File: config.mk
export PLATFORM = sky130hd
export DESIGN_NAME = sensor_poll_dac_arbiter_core
export DESIGN_NICKNAME = d
export VERILOG_FILES = /design/src/rtl/core/spda_pkg.sv /design/src/rtl/core/sensor_poll_dac_arbiter_core.sv
export SDC_FILE = /design/constraint.sdc
export NUM_CORES = 1
export LEC_CHECK = 0
export ABC_CLOCK_PERIOD_IN_PS = 4200
export BUFFER_PORTS_ARGS = -buffer_cell sky130_fd_sc_hd__buf_2
export CAP_MARGIN = 0
export CORE_AREA = 2 2 144 182
export CTS_CLUSTER_DIAMETER = 200
export DETAILED_ROUTE_END_ITERATION = 16
export DIE_AREA = 0 0 146 184
export PLACE_DENSITY = 0.67
export SLEW_MARGIN = 20
export SYNTH_ARGS = -nofsm -noshare
export SYNTH_HDL_FRONTEND = slang
export SYNTH_SLANG_ARGS = --single-unit
File: constraint.sdc
create_clock -name clk_i -period 4.2 [get_ports clk_i]
set_clock_uncertainty 0.2 [all_clocks]
set_input_delay 0.21 -clock clk_i [delete_from_list [all_inputs] [get_ports clk_i]]
set_output_delay 0.21 -clock clk_i [all_outputs]
set_load 0.02 [all_outputs]
File: src/rtl/core/spda_pkg.sv
// Shared types and constants for the sensor poll / DAC arbiter core.
package spda_pkg;

  // Field widths
  localparam int unsigned CodeW   = 12;
  localparam int unsigned CmdW    = 16;
  localparam int unsigned AvgW    = 20;
  localparam int unsigned RatioW  = 15;
  localparam int unsigned AlphaW  = 8;
  localparam int unsigned GainW   = 16;
  localparam int unsigned OffsW   = 13;
  localparam int unsigned CorrW   = 13;
  localparam int unsigned CfgIdxW = 3;
  localparam int unsigned CfgDatW = 16;

  // Serial multiplier: partial product register and step counter
  localparam int unsigned PartW = AvgW + 1;
  localparam int unsigned CntW  = 4;

  // Command word
  localparam logic [CmdW-1:0] CmdWriteBit  = 16'h8000;
  localparam logic [2:0]      CmdChanBaseA = 3'd4;
  localparam logic [2:0]      CmdChanBaseB = 3'd5;

  localparam logic [RatioW-1:0] FakeRatio = 15'd3200;

  // Register indexes
  localparam logic [CfgIdxW-1:0] CfgFakeMode  = 3'd0;
  localparam logic [CfgIdxW-1:0] CfgRatioCorr = 3'd1;
  localparam logic [CfgIdxW-1:0] CfgAlpha     = 3'd2;
  localparam logic [CfgIdxW-1:0] CfgLowLimit  = 3'd3;
  localparam logic [CfgIdxW-1:0] CfgHighLimit = 3'd4;
  localparam logic [CfgIdxW-1:0] CfgRatioOffs = 3'd5;
  localparam logic [CfgIdxW-1:0] CfgRatioGain = 3'd6;

  // Register reset values
  localparam logic [CorrW-1:0]  RstRatioCorr = 13'd0;
  localparam logic [AlphaW-1:0] RstAlpha     = 8'd51;
  localparam logic [CodeW-1:0]  RstLowLimit  = 12'd410;
  localparam logic [CodeW-1:0]  RstHighLimit = 12'd3686;
  localparam logic [OffsW-1:0]  RstRatioOffs = 13'd1872;
  localparam logic [GainW-1:0]  RstRatioGain = 16'd48640;

  // Rounding constant for the average: 0.5 in Q12.8
  localparam logic [PartW-1:0] AvgRound = 21'd128;

  // Last step indexes of the two serial multiplies
  localparam logic [CntW-1:0] AvgLastStep  = 4'd8;   // 9 bits of 256-alpha
  localparam logic [CntW-1:0] GainLastStep = 4'd15;  // 16 bits of gain

  typedef enum logic [3:0] {
    StIdle = 4'b0001,
    StAvg  = 4'b0010,
    StGain = 4'b0100,
    StFin  = 4'b1000
  } state_e;

endpackage

File: src/rtl/core/sensor_poll_dac_arbiter_core.sv
// Sensor poll / DAC arbiter core: arbitration, serial EMA and ratio calculation.
//
//  channel | signals                                        | direction
//  --------+------------------------------------------------+----------
//  in      | in_valid_i, in_stall_o, dac_*_i, adc_code_i    | in
//  out     | out_valid_o, out_stall_i, command_word_o, ...  | out
//  cfg     | cfg_we_i, cfg_index_i, cfg_wdata_i             | in
//
// A poll runs from transfer to result in the output register through the
// bit-serial average multiply (bits of 256-alpha), the bit-serial gain
// multiply, and a final step that forms the ratio and loads it.
// A new poll is taken only once the previous one has left the arithmetic unit.
// A stalled output holds the finished poll; the next result waits until it moves.
// Reset (rst_ni, async low) loads the register defaults and clears the state.
module sensor_poll_dac_arbiter_core (
  input  logic                                clk_i,
  input  logic                                rst_ni,
  // config write port
  input  logic                                cfg_we_i,
  input  logic [spda_pkg::CfgIdxW-1:0]        cfg_index_i,
  input  logic [spda_pkg::CfgDatW-1:0]        cfg_wdata_i,
  // poll input
  input  logic                                in_valid_i,
  output logic                                in_stall_o,
  input  logic                                dac_pending_a_i,
  input  logic                                dac_pending_b_i,
  input  logic [spda_pkg::CodeW-1:0]          dac_value_a_i,
  input  logic [spda_pkg::CodeW-1:0]          dac_value_b_i,
  input  logic [spda_pkg::CodeW-1:0]          adc_code_i,
  // poll result
  output logic                                out_valid_o,
  input  logic                                out_stall_i,
  output logic [spda_pkg::CmdW-1:0]           command_word_o,
  output logic                                served_a_o,
  output logic                                served_b_o,
  output logic [spda_pkg::AvgW-1:0]           smoothed_code_o,
  output logic signed [spda_pkg::RatioW-1:0]  ratio_value_o,
  output logic                                below_range_o,
  output logic                                sensor_fault_o
);

  // config registers
  logic                          fake_mode_q;
  logic [spda_pkg::CorrW-1:0]    ratio_corr_q;
  logic [spda_pkg::AlphaW-1:0]   alpha_q;
  logic [spda_pkg::CodeW-1:0]    low_limit_q;
  logic [spda_pkg::CodeW-1:0]    high_limit_q;
  logic [spda_pkg::OffsW-1:0]    ratio_offs_q;
  logic [spda_pkg::GainW-1:0]    ratio_gain_q;

  // state
  spda_pkg::state_e              state_q, state_d;
  logic                          next_ch_q, next_ch_d;
  logic [spda_pkg::AvgW-1:0]     avg_q, avg_d;
  logic [spda_pkg::CntW-1:0]     cnt_q, cnt_d;

  // per-poll work registers
  logic [spda_pkg::CodeW-1:0]    code_q, code_d;
  logic [spda_pkg::GainW-1:0]    mplr_q, mplr_d;   // alpha, then gain; LSB first
  logic [spda_pkg::AlphaW:0]     beta_q, beta_d;   // 256 - alpha; LSB first
  logic [spda_pkg::PartW-1:0]    part_q, part_d;
  logic [spda_pkg::CmdW-1:0]     cmd_q, cmd_d;
  logic                          srv_a_q, srv_a_d;
  logic                          srv_b_q, srv_b_d;
  logic                          nr_q, nr_d;
  logic                          flt_q, flt_d;

  // output register
  logic                          out_valid_q, out_valid_d;
  logic [spda_pkg::CmdW-1:0]     out_cmd_q, out_cmd_d;
  logic                          out_srv_a_q, out_srv_a_d;
  logic                          out_srv_b_q, out_srv_b_d;
  logic [spda_pkg::AvgW-1:0]     out_avg_q, out_avg_d;
  logic [spda_pkg::RatioW-1:0]   out_ratio_q, out_ratio_d;
  logic                          out_nr_q, out_nr_d;
  logic                          out_flt_q, out_flt_d;

  logic                          in_xfer, out_free;
  logic                          arb_ch;
  logic [spda_pkg::AvgW:0]       addend;
  logic [spda_pkg::PartW:0]      psum;
  logic [spda_pkg::PartW:0]      term_sum;
  logic [15:0]                   ratio_sum;

  assign in_stall_o = (state_q != spda_pkg::StIdle);
  assign in_xfer    = in_valid_i && !in_stall_o;
  assign out_free   = !out_valid_q || !out_stall_i;

  // arbitration: a lone request redirects the pointer first
  always_comb begin
    arb_ch = next_ch_q;
    if (!dac_pending_a_i && dac_pending_b_i) begin
      arb_ch = 1'b1;
    end else if (dac_pending_a_i && !dac_pending_b_i) begin
      arb_ch = 1'b0;
    end
  end

  // one step of the serial-parallel multiplier; the average phase adds both terms
  always_comb begin
    addend = '0;
    if (state_q == spda_pkg::StAvg) begin
      addend = (mplr_q[0] ? {1'b0, code_q, 8'd0} : '0)
             + (beta_q[0] ? {1'b0, avg_q} : '0);
    end else begin
      addend = mplr_q[0] ? {1'b0, avg_q} : '0;
    end
    psum = {1'b0, part_q} + addend;
  end

  // (P + 128) >> 8 is the rounded high part of gain * average >> 24
  assign term_sum  = {1'b0, part_q} + {1'b0, spda_pkg::AvgRound};
  assign ratio_sum = {3'd0, ratio_offs_q}
                   + {2'd0, term_sum[spda_pkg::PartW:8]}
                   + {{3{ratio_corr_q[spda_pkg::CorrW-1]}}, ratio_corr_q};

  always_comb begin
    state_d   = state_q;
    next_ch_d = next_ch_q;
    avg_d     = avg_q;
    cnt_d     = cnt_q;
    code_d    = code_q;
    mplr_d    = mplr_q;
    beta_d    = beta_q;
    part_d    = part_q;
    cmd_d     = cmd_q;
    srv_a_d   = srv_a_q;
    srv_b_d   = srv_b_q;
    nr_d      = nr_q;
    flt_d     = flt_q;

    out_valid_d = out_valid_q && out_stall_i;
    out_cmd_d   = out_cmd_q;
    out_srv_a_d = out_srv_a_q;
    out_srv_b_d = out_srv_b_q;
    out_avg_d   = out_avg_q;
    out_ratio_d = out_ratio_q;
    out_nr_d    = out_nr_q;
    out_flt_d   = out_flt_q;

    unique case (state_q)
      spda_pkg::StIdle: begin
        if (in_xfer) begin
          code_d  = adc_code_i;
          mplr_d  = {{(spda_pkg::GainW-spda_pkg::AlphaW){1'b0}}, alpha_q};
          beta_d  = 9'd256 - {1'b0, alpha_q};
          part_d  = spda_pkg::AvgRound;
          cnt_d   = '0;
          nr_d    = adc_code_i < low_limit_q;
          flt_d   = adc_code_i > high_limit_q;
          srv_a_d = 1'b0;
          srv_b_d = 1'b0;
          cmd_d   = '0;
          next_ch_d = arb_ch;
          if (!arb_ch && dac_pending_a_i) begin
            srv_a_d   = 1'b1;
            cmd_d     = spda_pkg::CmdWriteBit | {1'b0, spda_pkg::CmdChanBaseA, dac_value_a_i};
            next_ch_d = 1'b1;
          end else if (arb_ch && dac_pending_b_i) begin
            srv_b_d   = 1'b1;
            cmd_d     = spda_pkg::CmdWriteBit | {1'b0, spda_pkg::CmdChanBaseB, dac_value_b_i};
            next_ch_d = 1'b0;
          end
          state_d = spda_pkg::StAvg;
        end
      end
      spda_pkg::StAvg: begin
        part_d = psum[spda_pkg::PartW:1];
        mplr_d = mplr_q >> 1;
        beta_d = beta_q >> 1;
        cnt_d  = cnt_q + 1'b1;
        if (cnt_q == spda_pkg::AvgLastStep) begin
          // high product bits plus the last bit shifted out: acc >> 8
          avg_d   = psum[spda_pkg::AvgW-1:0];
          mplr_d  = ratio_gain_q;
          part_d  = '0;
          cnt_d   = '0;
          state_d = spda_pkg::StGain;
        end
      end
      spda_pkg::StGain: begin
        part_d = psum[spda_pkg::PartW:1];
        mplr_d = mplr_q >> 1;
        cnt_d  = cnt_q + 1'b1;
        if (cnt_q == spda_pkg::GainLastStep) begin
          state_d = spda_pkg::StFin;
        end
      end
      spda_pkg::StFin: begin
        if (out_free) begin
          out_valid_d = 1'b1;
          out_cmd_d   = cmd_q;
          out_srv_a_d = srv_a_q;
          out_srv_b_d = srv_b_q;
          out_avg_d   = avg_q;
          if (fake_mode_q) begin
            out_ratio_d = spda_pkg::FakeRatio;
            out_nr_d    = 1'b0;
            out_flt_d   = 1'b0;
          end else begin
            out_ratio_d = (nr_q || flt_q) ? '0 : ratio_sum[spda_pkg::RatioW-1:0];
            out_nr_d    = nr_q;
            out_flt_d   = flt_q;
          end
          state_d = spda_pkg::StIdle;
        end
      end
      default: state_d = spda_pkg::StIdle;
    endcase
  end

  // config writes; unknown indexes are dropped
  always_ff @(posedge clk_i or negedge rst_ni) begin
    if (!rst_ni) begin
      fake_mode_q  <= 1'b0;
      ratio_corr_q <= spda_pkg::RstRatioCorr;
      alpha_q      <= spda_pkg::RstAlpha;
      low_limit_q  <= spda_pkg::RstLowLimit;
      high_limit_q <= spda_pkg::RstHighLimit;
      ratio_offs_q <= spda_pkg::RstRatioOffs;
      ratio_gain_q <= spda_pkg::RstRatioGain;
    end else if (cfg_we_i) begin
      unique case (cfg_index_i)
        spda_pkg::CfgFakeMode:  fake_mode_q  <= cfg_wdata_i[0];
        spda_pkg::CfgRatioCorr: ratio_corr_q <= cfg_wdata_i[spda_pkg::CorrW-1:0];
        spda_pkg::CfgAlpha:     alpha_q      <= cfg_wdata_i[spda_pkg::AlphaW-1:0];
        spda_pkg::CfgLowLimit:  low_limit_q  <= cfg_wdata_i[spda_pkg::CodeW-1:0];
        spda_pkg::CfgHighLimit: high_limit_q <= cfg_wdata_i[spda_pkg::CodeW-1:0];
        spda_pkg::CfgRatioOffs: ratio_offs_q <= cfg_wdata_i[spda_pkg::OffsW-1:0];
        spda_pkg::CfgRatioGain: ratio_gain_q <= cfg_wdata_i[spda_pkg::GainW-1:0];
        default: ;
      endcase
    end
  end

  // control state
  always_ff @(posedge clk_i or negedge rst_ni) begin
    if (!rst_ni) begin
      state_q     <= spda_pkg::StIdle;
      next_ch_q   <= 1'b0;
      avg_q       <= '0;
      cnt_q       <= '0;
      out_valid_q <= 1'b0;
    end else begin
      state_q     <= state_d;
      next_ch_q   <= next_ch_d;
      avg_q       <= avg_d;
      cnt_q       <= cnt_d;
      out_valid_q <= out_valid_d;
    end
  end

  // payload
  always_ff @(posedge clk_i) begin
    code_q      <= code_d;
    mplr_q      <= mplr_d;
    beta_q      <= beta_d;
    part_q      <= part_d;
    cmd_q       <= cmd_d;
    srv_a_q     <= srv_a_d;
    srv_b_q     <= srv_b_d;
    nr_q        <= nr_d;
    flt_q       <= flt_d;
    out_cmd_q   <= out_cmd_d;
    out_srv_a_q <= out_srv_a_d;
    out_srv_b_q <= out_srv_b_d;
    out_avg_q   <= out_avg_d;
    out_ratio_q <= out_ratio_d;
    out_nr_q    <= out_nr_d;
    out_flt_q   <= out_flt_d;
  end

  assign out_valid_o     = out_valid_q;
  assign command_word_o  = out_cmd_q;
  assign served_a_o      = out_srv_a_q;
  assign served_b_o      = out_srv_b_q;
  assign smoothed_code_o = out_avg_q;
  assign ratio_value_o   = out_ratio_q;
  assign below_range_o   = out_nr_q;
  assign sensor_fault_o  = out_flt_q;

endmodule
# == Word-level counts from Yosys, hierarchy flattened ==
# Index checks and enable logic that the tools add are counted.
# word_totals
reg_bits,238
latch_bits,0
ramBits,0
mem_bits_ro,0
in_bits,62
output_inout_bits,57
wordCells,118
memories,0
# classes
add_sub_neg,7
n_mul,0
n_div,0
order_cmp,2
n_eq_ne,17
shift,0
mux,31
bitwise,0
reduce_logical,31
# op_table
operator,n
$mux 21,3
$pmux 21 s3,1
$mux 20,3
$mux 16,3
$pmux 16 s3,1
$mux 12,2
$mux 4,6
$reduce_and 2->1,12
$add 21x21->22,1
$add 21x8->22 const B,1
$add 20x20->21,1
$pmux 9 s2,1
$pmux 4 s4,1
$add 13x14->15,1
$add 15x15->15,1
$eq 4x4->1 const B,3
$gt 12x12->1,1
$lt 12x12->1,1
$pmux 4 s3,1
$eq 3x3->1 const B,3
$mux 9,1
$sub 9x8->9 const A,1
$mux 1,8
$eq 3x2->1 const B,2
16 further kinds,29

# == Longest topological paths before layout ==
# Gate-level depths: netlist (run 1).
# depth
ltp_word,7
depth_mapped,19
mapped_depth_nobuf,17

# == Least setup slack after synthesis (run 1) ==
# No wires, ideal clock.
# synth_path
kind,register to register
start,register mplr_q[0] (netlist name)
end,"register part_q[20] (netlist name), data pin"
setup_ns,0.259
t_arrival_ns,3.647
required_ns,3.741
slack_ns,0.094
stages_incl_launch_ff,19
n_path_buf,1
period_less_slack_ns,4.106
cell_sequence,edfxtp_1 > clkbuf_1 > and2_1 > ha_1 > fa_1 > nand2_1 > a21oi_1 > o41a_1 > a21oi_1 > xor2_1 > o21ai_0 > ha_1 > and2_1 > a221oi_1 > a21oi_1 > nor2b_1 > a31oi_1 > a211oi_1 > nor2_1
# synth_between
elab_chain_cells,6
elab_cells_between_ends,7
classes_between,2 x add/sub; 5 x mux
# synth_rtl
element,line,text
start: declaration,sensor_poll_dac_arbiter_core.sv:59,"logic [spda_pkg::GainW-1:0] mplr_q, mplr_d;"
start signal: assignment,sensor_poll_dac_arbiter_core.sv:256,mplr_q <= mplr_d;
$mux 20,sensor_poll_dac_arbiter_core.sv:103,"addend = (mplr_q[0] ? {1'b0, code_q, 8'd0} : '0)"
$add 20x20->21,sensor_poll_dac_arbiter_core.sv:104,"+ (beta_q[0] ? {1'b0, avg_q} : '0);"
$mux 21 *,sensor_poll_dac_arbiter_core.sv:102,if (state_q == spda_pkg::StAvg) begin
$add 21x21->22 *,sensor_poll_dac_arbiter_core.sv:108,"psum = {1'b0, part_q} + addend;"
$mux 21,sensor_poll_dac_arbiter_core.sv:172,if (cnt_q == spda_pkg::AvgLastStep) begin
$pmux 21 s3 *,sensor_poll_dac_arbiter_core.sv:141,unique case (state_q)
"named net part_d, one bit",sensor_poll_dac_arbiter_core.sv:61,"logic [spda_pkg::PartW-1:0] part_q, part_d;"
end signal: assignment,sensor_poll_dac_arbiter_core.sv:258,part_q <= part_d;
end: declaration,sensor_poll_dac_arbiter_core.sv:61,
# Mark *: on every way through the listed nets, which the timed path passes. The rest lies on a longest branch.
# A chain may end at the register's enable or synchronous reset.

# == Final worst setup path (run 1) ==
# Same ends and word-level chain as after synthesis.

==> results of run 1 <==
final cells by class:
class	count	area, um2	area share, %
well taps	335	419	2.82
repair buffers	216	1500	10.1
clock buffers	28	657	4.42
clock inverters	17	166	1.12
flip-flops and latches	232	6480	43.5
inverters	101	379	2.55
multi-input cells	734	5270	35.4
timing repair:
action	4_1_cts	5_1_grt
endpoints found under the setup margin	0	7
buffers inserted	0	3
endpoints found under the hold margin	150	0
hold buffers	64	0
gates resized for setup	0	15
critical path, delay by kind of cell (launching register included):
kind                       cells  cell delay (ps)
AOI/OAI and AO/OA              9             1560
DFF                            1              410
and+or+nand+nor                4              510
buffers and inverters          1              200
xor gates and xnor gates       1              170
adders and majority gates      2              660
cell usage after synthesis (12+ instances only):
library cell / instances
o21ai_0: 83
mux2_2: 50
a21oi_1: 46
nor2b_1: 17
dfrtp_1: 77
fa_1: 16
edfxtp_1: 127
and2_1: 30
a21o_1: 17
ha_1: 74
dfstp_2: 28
nand4_1: 12
xor2_1: 28
clkbuf_1: 25
nor2_1: 62
nand3_1: 34
nor3_1: 13
xnor2_1: 25
inv_1: 101
nand2_1: 121
sequential cells by signal (all words and copies together) (netlist names), 9 cells and up:
name,cells
command_word_o,14
code_q,12
ratio_corr_q,13
cmd_q,14
smoothed_code_o,20
ratio_value_o,15
mplr_q,16
low_limit_q,12
beta_q,9
high_limit_q,12
part_q,21
ratio_offs_q,13
ratio_gain_q,16
avg_q,20
where the power goes:
part | leakage, nW | switching (mW) | total (mW) | internal [mW]
registers | 2.46 | 0.324 | 3.45 | 3.13
clock network | 0.401 | 0.917 | 2.18 | 1.26
logic | 3.56 | 2.07 | 3.56 | 1.49
total | 6.41 | 3.31 | 9.19 | 5.88
per-layer routing:
layer | track usage, % | vias up | part of all wire [%] | wire length (um)
li1 | - | 4286 | - | -
met1 | 26.1 | 4248 | 41 | 11700
met2 | 39.5 | 237 | 51 | 14600
met3 | 2.90 | 60 | 4.8 | 1390
met4 | 8.97 | 0 | 3.9 | 1130
met5 | 0 | - | 0 | 0
final timing paths:
check,end,slack [ps],start
worst max-delay path,part_q[20],240,mplr_q[0]
worst max register to register,part_q[20],240,mplr_q[0]
worst min-delay path,avg_q[11],70,rst_ni
min in group clk_i,alpha_q[0],70,cfg_we_i
worst min register to register,command_word_o[4],210,cmd_q[4]
max in group asynchronous,ratio_offs_q[9],2770,rst_ni
per-stage QoR:
| stage | hold WS [ps] | total power, mW | std cells | TNS (ps) |
|---|---|---|---|---|
| global placement | 80.2 | 6.83 | 1551 | 0 |
| global route | 114 | 9.88 | 1663 | -7.27 |
| floorplan | -286 | 5.86 | 1099 | 0 |
| CTS | 39.6 | 9.19 | 1660 | 0 |
| detailed placement | 86.5 | 6.92 | 1551 | 0 |
| finish | 67.6 | 9.19 | 1663 | 0 |
cells by family after synthesis:
kind of cell               Yosys count
adders and majority gates           90
other                                1
xor gates and xnor gates            53
buffers and inverters              133
muxes                               52
DFF                                232
and+or+nand+nor                    333
AOI/OAI and AO/OA                  205
cells in the final DEF (no fill, tap or decap), types with 7 or more instances in the layout:
master / count
fa_1: 15
nand2b_1: 10
edfxtp_1: 127
and2_1: 29
dfrtp_1: 77
nor2_1: 62
xor2_1: 28
buf_2: 116
inv_1: 101
a22o_1: 7
mux2_2: 50
a21o_1: 17
nand3_1: 34
nor2b_1: 17
nand4_1: 12
ha_1: 73
clkbuf_16: 25
nand2_1: 121
o21ai_0: 81
nor3_1: 12
dfstp_2: 28
a21oi_1: 40
buf_4: 35
dlygate4sd3_1: 64
xnor2_1: 25
a222oi_1: 8
==> flow_metrics.py, run 1 <==
metrics = {
    "clocking": {
        "clock-root-buffer": "clkbuf_16",
        "clk_pin_slew_worst_paths_ps": 60,
        "worst_skew_pair_later_pin_latency_ps": 520,
        "cts_tree": "built",
        "clock_sink_count": 232,
        "clock_path_buffers": 3,
        "htree_num_levels": 1,
        "cts_made_buffers": 25,
    },
    "synthesis": {
        "area_fraction_of_the_dominant_cell_type_after_synthesis_pct": 31.3,
        "yosysWarningCount": 0,
        "yosysUniqueCellTypes": 63,
        "synthArstFlopShare_pct": 45.3,
        "synth-xor-area-share_pct": 3.81,
        "synth_fa_ha_area_share_pct": 10.2,
        "synthMuxAreaShare_pct": 4.79,
        "synthFlopType": "edfxtp_1",
        "synth_top_family_by_area": "simple AND/OR/NAND/NOR gates",
        "synthesized_area_fraction_occupied_by_ao_oa_aoi_and_oai_cells_pct": 10.5,
        "syn_area_per_cell_um2": 11.1,
        "synth_seq_cells": 232,
        "number_of_enable_flip_flop_cells_after_synthesis": 127,
        "synthTopCellsByArea": "edfxtp_1 31%, dfrtp_1 16%, ha_1 7.6%",
        "seq_total_area_yosys_pct": 53.2,
        "synth_top_area_cell": "edfxtp_1",
        "postSynthNetCount": 1251,
        "netlist_instances": 1099,
        "mappedNetlistArea_um2": 12200,
        "post_synth_and_or_nand_nor_area_fraction_pct": 13.2,
    },
    "routing": {
        "ant_nets": 0,
        "detailroute.via_count": 8831,
        "drt_iter0_drc": 558,
        "route.detailed.drc": 0,
        "first_pass_iters": 5,
        "via_per_inst": 5.31,
        "detail_route.wl_per_cell_um": 17.3,
        "routed_wirelength_um": 28800,
    },
    "pwr": {
        "pwr_density_cell_nw_per_um2": 618,
        "power_leakage_nw": 6.41,
        "vdd.ir_drop.worst_mv": 0.386,
    },
    "sta": {
        "final.setup.worst_slack_ps": 237,
        "timing.max_slew.rel_slack_pct": 36.7,
        "worst_max_slew_pin_slew_ps": 947,
        "timing.final.max_slew_violations": 0,
        "finalHoldViolCount": 0,
        "period_minus_slack_ps": 3960,
        "layout_worst_path_cycle_share_pct": 94.4,
        "fmaxAchievable_mhz": 252,
        "setup_violations": 0,
    },
    "critical_path": {
        "cpMaxStageDelayCell": "o41a_1",
        "crit_path_end_kind": "flip-flop",
        "critPathRequiredTime_ps": 4270,
        "kind_of_critical_path": "reg2reg",
        "worstRegToRegCells": 17,
        "max_stage_delay_ps": 440,
        "arrival_time_at_the_worst_endpoint_ps": 4030,
        "critical_path.cell_chain": "buf_4, and2_1, ha_1, o21ai_2, a21oi_2, o41a_1, a21oi_2, xor2_1, o21ai_1, ha_1, and2_4, a221oi_4, a21oi_1, nor2b_1, a31oi_1, a211oi_1, nor2_1",
        "setup.worst_path.start_class": "flip-flop",
        "crit_fanout": 14,
    },
    "floorplan": {
        "fp.coreArea_um2": 25000,
        "pin_count": 119,
        "die_width_um": 146,
        "total_die_area_um2": 26900,
        "die_height_um": 184,
        "initial_standard_cell_utilization_of_the_core_pct": 48.6,
        "rows": 65,
    },
    "cells_and_area": {
        "drive_gt1_share_pct": 22.7,
        "num_antenna_cells": 0,
        "stdcell_area_um2": 14900,
        "design.final.nets": 1462,
        "final_core_density_pct": 59.4,
        "fillCellCount": 2093,
        "area_growth_pct": 22.2,
    },
    "global_routing": {
        "vias_in_the_first_global_route": 8949,
        "grt_max_degree": 47,
        "grt.total_usage_pct": 21.8,
        "grt_overflow_total": 0,
        "grt_first_pass_wirelength_um": 46300,
        "antenna_found_initial": 0,
    },
    "place": {
        "detail_placement_hpwl_um": 21000,
        "place_ws_ps": 46.2,
        "dpl_cell_area_um2": 13300,
        "io_buffer_count": 117,
        "gp_congestion": 0.928,
    },
    "min_path": {
        "class_of_the_tightest_hold_or_removal_check": "in2async",
    },
    "run_status": {
        "outcome": "finished clean",
    },
    "job": {
        "cap_viol_max_count": 0,
    },
}
Note: power is estimated with default switching activity, not from simulation.
==> run 2, diff against run 1 <==
--- a/config.mk
+++ b/config.mk
@@ -9,6 +9,7 @@
 export BUFFER_PORTS_ARGS = -buffer_cell sky130_fd_sc_hd__buf_2
 export CAP_MARGIN = 0
 export CORE_AREA = 2 2 144 182
+export CTS_BUF_LIST = sky130_fd_sc_hd__clkbuf_8
 export CTS_CLUSTER_DIAMETER = 200
 export DETAILED_ROUTE_END_ITERATION = 16
 export DIE_AREA = 0 0 146 184
==> run 2 against run 1 <==
Largest cell class unchanged. Via count up 1.3%. Non-clock buffer count down 2. Worst hold slack got worse by 22 ps. Critical path type unchanged. Register-to-register slack worse by 40 ps. Sequential share of layout area shrank 0.11 points. Clock-buffer cell count grew 17. Setup slack got worse by 37 ps. Die area did not move.
==> flow_metrics.py, run 2 (synthesis gave the netlist of run 1 again) <==
metrics = {
    "critical_path": {
        "cpMaxStageDelayCell": "o41a_1",
        "crit_fanout": 14,
        "max_stage_delay_ps": 450,
        "kind_of_critical_path": "reg2reg",
        "cpLargestDelayFamily": "compound AO/OA/AOI/OAI gates",
        "crit_path_frequent_cell": "ha_1",
        "critical_path.n_buffers_inverters": 1,
        "setup.worst_path.start_class": "flip-flop",
        "critPathRequiredTime_ps": 4280,
        "critical_path.startpoint": "mplr_q[0]",
        "regToRegStartpoint": "mplr_q[0]",
        "crit_path_end_kind": "flip-flop",
        "arrival_time_at_the_worst_endpoint_ps": 4080,
        "critical_path.cell_chain": "buf_4, and2_1, ha_1, o21ai_2, a21oi_2, o41a_1, a41oi_2, xor2_1, o21ai_0, ha_1, nor2b_1, or3_1, o221ai_2, nand3_1, nor3b_1",
    },
    "floorplan": {
        "pin_count": 119,
        "rows": 65,
        "die_height_um": 184,
        "total_die_area_um2": 26900,
        "fp.coreArea_um2": 25000,
        "die_width_um": 146,
        "initial_standard_cell_utilization_of_the_core_pct": 48.6,
    },
    "place": {
        "io_buffer_count": 117,
        "detail_placement_hpwl_um": 21000,
        "dpl.cell_count": 1551,
        "gp_congestion": 0.928,
    },
    "sta": {
        "layout_worst_path_cycle_share_pct": 95.3,
        "setup_violations": 0,
        "period_minus_slack_ps": 4000,
        "timing.max_slew.rel_slack_pct": 35.5,
        "timing.final.max_slew_violations": 0,
        "fmaxAchievable_mhz": 250,
        "finalHoldViolCount": 0,
        "worst_max_slew_pin_slew_ps": 962,
    },
    "pwr": {
        "p_int_mw": 5.97,
        "pwr_density_cell_nw_per_um2": 623,
        "share_of_total_power_consumed_by_net_switching_pct": 35.7,
        "power_frac_seq_pct": 37.2,
        "power_leakage_nw": 6.50,
        "p_total_mw": 9.29,
        "comb_power_share_pct": 38.4,
        "clock_power_share_pct": 24.4,
        "p_sw_mw": 3.32,
        "vdd.ir_drop.worst_mv": 0.529,
    },
    "global_routing": {
        "antenna_found_initial": 0,
        "grt_max_degree": 47,
        "grt_first_pass_wirelength_um": 46800,
        "vias_in_the_first_global_route": 9104,
        "grt_overflow_total": 0,
        "grt.total_usage_pct": 22.2,
    },
    "cells_and_area": {
        "fillCellCount": 2114,
        "num_antenna_cells": 0,
        "max_flop_register": "part_q",
        "area_growth_pct": 22.5,
        "layoutNonFillerInstCount": 1685,
        "design.final.nets": 1473,
        "drive_gt1_share_pct": 23.3,
        "layout.cells.most_common_list": "127 x edfxtp_1, 120 x nand2_1, 116 x buf_2",
        "largest_register_ff_count": 21,
        "most_common_cell_after_layout_fill_and_taps_aside": "edfxtp_1",
    },
    "routing": {
        "route.detailed.drc": 0,
        "detailroute.via_count": 8943,
        "ant_nets": 0,
        "via_per_inst": 5.31,
        "detail_route.wl_per_cell_um": 17.5,
        "first_pass_iters": 7,
        "routed_wirelength_um": 29400,
        "drt_iter0_drc": 554,
    },
    "job": {
        "cap_viol_max_count": 0,
    },
    "min_path": {
        "class_of_the_tightest_hold_or_removal_check": "in2async",
    },
    "clocking": {
        "worst_skew_pair_later_pin_latency_ps": 550,
        "clock-root-buffer": "clkbuf_8",
        "clock_sink_count": 232,
        "cts_tree": "built",
        "clock_path_buffers": 3,
        "clk_pin_slew_worst_paths_ps": 60,
        "htree_num_levels": 2,
        "cts_made_buffers": 38,
    },
    "run_status": {
        "outcome": "finished clean",
    },
}
run 2: changes by cell type in the layout (fill, tap and decap cells not counted), sizes merged:
cell         delta
clkbuf         +17
dlygate4sd3     -2
clkinv          -5
inv            +11
bufinv          +4
clkinvlp        -3
run 2: worst paths after layout:
check | end | slack (ps) | cells past startpoint
setup / recovery | part_q[19] | 200 | 15
hold / removal | low_limit_q[9] | 50 | 2
setup reg to reg | part_q[19] | 200 | 15
hold reg to reg | command_word_o[9] | 220 | 0
max in group asynchronous | ratio_offs_q[10] | 2790 | 3
min in group clk_i | alpha_q[0] | 60 | 5
run 2: area by class of cell:
class | count | area, um2 | share of cell area [%]
timing repair buffer | 214 | 1480 | 9.95
tap | 335 | 419 | 2.81
inverter | 101 | 379 | 2.54
clock buffer | 45 | 619 | 4.15
multi-input combinational | 734 | 5280 | 35.4
sequential | 232 | 6480 | 43.4
clock inverter | 24 | 259 | 1.74
run 2: metal layers:
metal	vias up	global-route usage [%]	part of all wire, %	wire [um]
met5	-	0	0	0
met4	0	11.2	5.0	1460
met3	71	4.04	5.2	1520
met2	270	39.4	50	14700
met1	4293	25.7	40	11700
li1	4309	-	-	-
run 2: timing repair:
| action | in CTS | in global routing |
|---|---|---|
| endpoints found under the setup margin | 0 | 7 |
| hold endpoints to repair | 150 | 0 |
| hold buffers | 62 | 0 |
| buffers inserted | 0 | 3 |
| resized for setup | 0 | 16 |
run 2: power groups by stage:
stage / sequential [mW] / combinational (mW) / clock [mW]
2_1_floorplan: 3.38 / 2.48 / 0
3_3_place_gp: 3.47 / 3.35 / 0
3_5_place_dp: 3.49 / 3.43 / 0
4_1_cts: 3.45 / 3.51 / 2.32
5_1_grt: 3.50 / 4.05 / 2.43
6_report: 3.45 / 3.57 / 2.26
run 2: per-stage QoR:
step	cell area (um2)	util [%]	TNS, ps	hold slack [ps]	setup slack [ps]
after floorplan	12200	-	0	-286	93.9
after CTS	14800	59.1	0	17.1	13.3
after global routing	14900	59.5	-58.3	69.7	-34.6
after detailed placement	13300	53.2	0	86.5	46.2
final	14900	59.5	0	45.6	199
after global placement	13300	53.2	0	80.2	73.7
==> run 3, diff against run 2 <==
--- a/config.mk
+++ b/config.mk
@@ -5,14 +5,16 @@
 export SDC_FILE = /design/constraint.sdc
 export NUM_CORES = 1
 export LEC_CHECK = 0
+export ABC_AREA = 1
 export ABC_CLOCK_PERIOD_IN_PS = 4200
 export BUFFER_PORTS_ARGS = -buffer_cell sky130_fd_sc_hd__buf_2
 export CAP_MARGIN = 0
-export CORE_AREA = 2 2 144 182
+export CORE_AREA = 2 2 148 187
 export CTS_BUF_LIST = sky130_fd_sc_hd__clkbuf_8
 export CTS_CLUSTER_DIAMETER = 200
+export CTS_CLUSTER_SIZE = 24
 export DETAILED_ROUTE_END_ITERATION = 16
-export DIE_AREA = 0 0 146 184
+export DIE_AREA = 0 0 150 189
 export PLACE_DENSITY = 0.67
 export SLEW_MARGIN = 20
 export SYNTH_ARGS = -nofsm -noshare
==> run 3 against run 2 <==
Clock-buffer cell count decreased by 32. Synthesized cell count rose by 32%. Routed wire length is 10% higher. Worst hold slack gained 21 ps. Power decreased by 21%. Highest routed layer unchanged.
==> flow_metrics.py, run 3 <==
metrics = {
    "sta": {
        "setup_violations": 0,
        "finalHoldViolCount": 0,
        "fin_setup_tns_ps": 0,
        "setup_repair_after_global_routing_missed_its_margin": "false",
        "fmaxAchievable_mhz": 265,
        "timing.final.max_slew_violations": 0,
        "layout_worst_path_cycle_share_pct": 90.0,
        "period_minus_slack_ps": 3780,
        "worst_max_slew_pin_slew_ps": 979,
        "timing.max_slew.rel_slack_pct": 34.5,
        "final.setup.worst_slack_ps": 420,
    },
    "clocking": {
        "clk_pin_slew_worst_paths_ps": 150,
        "clock_sink_count": 232,
        "clock_path_buffers": 3,
        "worst_skew_pair_later_pin_latency_ps": 560,
        "cts_tree": "built",
        "postCtsResizedCells": 0,
        "cts_made_buffers": 13,
        "htree_num_levels": 1,
        "clock-root-buffer": "clkbuf_8",
    },
    "synthesis": {
        "synth_top_cells_by_count": "401 x nand2_1, 226 x inv_1, 127 x edfxtp_1",
        "syn_area_per_cell_um2": 8.83,
        "synthTopCellsByArea": "edfxtp_1 30%, dfrtp_1 15%, nand2_1 12%",
        "yosysWarningCount": 0,
        "postSynthNetCount": 1607,
        "mappedNetlistArea_um2": 12900,
        "yosysUniqueCellTypes": 49,
        "number_of_enable_flip_flop_cells_after_synthesis": 127,
        "area_fraction_of_the_dominant_cell_type_after_synthesis_pct": 29.7,
        "netlist_instances": 1455,
        "synthArstFlopShare_pct": 45.3,
        "yosys.cell_count.top_type": "nand2_1",
        "seq_total_area_yosys_pct": 50.4,
        "synthFlopType": "edfxtp_1",
        "synth_top_area_cell": "edfxtp_1",
        "synth_seq_cells": 232,
    },
    "place": {
        "place_ws_ps": 410,
        "io_buffer_count": 117,
        "detail_placement_hpwl_um": 23800,
        "gp_congestion": 0.893,
    },
    "critical_path": {
        "arrival_time_at_the_worst_endpoint_ps": 3880,
        "critical_path.reg2reg.endpoint": "part_q[18]",
        "max_stage_delay_ps": 620,
        "critical_path.cell_chain": "nand2_1, inv_1, ha_1, nand2_1, o21ai_2, nand2_1, nand2_1, nand2_1, nand2_1, nand2_1, nand3_1, nand2_1, ha_1, nand2_1, nor2_1, nand2_1, nor2_1, nand2_1, nand3_1, nand2_1, nand2_1, nor2_1",
        "setup.worst_path.start_class": "flip-flop",
        "slack_of_the_worst_reg_to_reg_path_ps": 420,
        "kind_of_critical_path": "reg2reg",
        "crit_path_end_kind": "flip-flop",
        "regToRegStartpoint": "beta_q[0]",
        "crit_fanout": 13,
        "cpMaxStageDelayCell": "edfxtp_1",
        "count_of_cell_instances_traversed_by_the_critical_path": 22,
        "cpLargestDelayFamily": "simple AND/OR/NAND/NOR gates",
        "critPathCapture": "part_q[18]",
        "critical_path.n_buffers_inverters": 1,
        "critPathRequiredTime_ps": 4300,
        "crit_path_frequent_cell": "nand2_1",
        "worstRegToRegCells": 22,
        "critical_path.startpoint": "beta_q[0]",
    },
    "floorplan": {
        "rows": 67,
        "fp.coreArea_um2": 26500,
        "initial_standard_cell_utilization_of_the_core_pct": 48.5,
        "die_height_um": 189,
        "die_width_um": 150,
        "pin_count": 119,
        "total_die_area_um2": 28400,
    },
    "global_routing": {
        "grt_max_degree": 53,
        "grt_overflow_total": 0,
        "vias_in_the_first_global_route": 10200,
        "grt.total_usage_pct": 23.6,
        "antenna_found_initial": 1,
        "grt_first_pass_wirelength_um": 52500,
    },
    "routing": {
        "first_pass_iters": 5,
        "ant_nets": 0,
        "routed_wirelength_um": 32500,
        "detailroute.via_count": 10200,
        "drt_iter0_drc": 491,
        "route.detailed.drc": 0,
        "detail_route.wl_per_cell_um": 16.4,
        "via_per_inst": 5.15,
    },
    "min_path": {
        "class_of_the_tightest_hold_or_removal_check": "in2reg",
        "min-delay-start": "cfg_index_i[0]",
    },
    "pwr": {
        "pwr_density_cell_nw_per_um2": 503,
        "p_total_mw": 7.35,
        "power_leakage_nw": 7.22,
        "vdd.ir_drop.worst_mv": 0.335,
    },
    "cells_and_area": {
        "most_common_cell_after_layout_fill_and_taps_aside": "nand2_1",
        "fillCellCount": 2499,
        "area_growth_pct": 13.8,
        "layout.cells.most_common_list": "401 x nand2_1, 232 x inv_1, 127 x edfxtp_1",
        "max_flop_register": "part_q",
        "largest_register_ff_count": 21,
        "design.final.nets": 1778,
        "drive_gt1_share_pct": 12.4,
    },
    "job": {
        "cap_viol_max_count": 0,
    },
    "run_status": {
        "outcome": "finished clean",
    },
}
-- run 3: worst min path at each step --
stage,cells past startpoint,slack [ps],to
2_1_floorplan,0,-290,alpha_q[2]
3_3_place_gp,1,-9,low_limit_q[9]
3_5_place_dp,1,2,high_limit_q[7]
4_1_cts,4,50,alpha_q[5]
5_1_grt,4,110,alpha_q[1]
6_report,4,70,alpha_q[5]
-- run 3: report_power, final --
part | switching, mW | internal, mW | total [mW]
sequential | 0.312 | 3.00 | 3.31
clock | 0.712 | 0.302 | 1.01
combinational | 2.00 | 1.02 | 3.02
-- run 3: kinds of logic after synthesis --
kind of cell	after synthesis	share of synthesized area (%)
flops	232	50.4
buf+inv	264	8.16
mux	2	0.175
simple gates	617	20.0
xor+xnor	23	1.57
compound gates	226	10.0
other cells	1	0.0292
fa+ha+maj	90	9.69
-- run 3: repair_timing --
action | CTS | global route
endpoints found under the setup margin | 0 | 1
hold endpoints to repair | 172 | 0
buffers inserted | 0 | 2
hold buffers | 64 | 0
-- run 3: through the flow --
step | cell area [um2] | std cells | hold slack [ps] | util, %
2_1_floorplan | 12900 | 1455 | -286 | -
3_3_place_gp | 13700 | 1890 | -9.39 | 51.9
3_5_place_dp | 13700 | 1890 | 1.60 | 51.9
4_1_cts | 14600 | 1976 | 52.0 | 55.1
5_1_grt | 14600 | 1979 | 107 | 55.2
6_report | 14600 | 1979 | 66.1 | 55.2
-- run 3: cell type report --
cell class	instances	area, um2	share of cell area (%)
Sequential cell	232	6480	44.3
Multi-Input combinational cell	959	5340	36.5
Clock inverter	9	42.5	0.291
Timing Repair Buffer	188	1280	8.76
Tap cell	345	432	2.95
Clock buffer	13	179	1.22
Antenna cell	1	2.50	0.0171
Inverter	232	873	5.97
-- run 3: worst reg2reg max path, delay by kind of cell (launching register included) --
| kind | cells | cell delay (ps) |
|---|---|---|
| simple gates | 18 | 1710 |
| fa+ha+maj | 2 | 750 |
| flops | 1 | 620 |
| compound gates | 1 | 200 |
| buf+inv | 1 | 50 |
-- run 3: per-layer routing --
| metal | wire length, um | GRT usage [%] | part of all wire (%) |
|---|---|---|---|
| met1 | 13600 | 29.3 | 42 |
| met2 | 16600 | 42.3 | 51 |
| met3 | 1220 | 2.17 | 3.7 |
| met4 | 1120 | 8.71 | 3.4 |
| met5 | 0 | 0 | 0 |
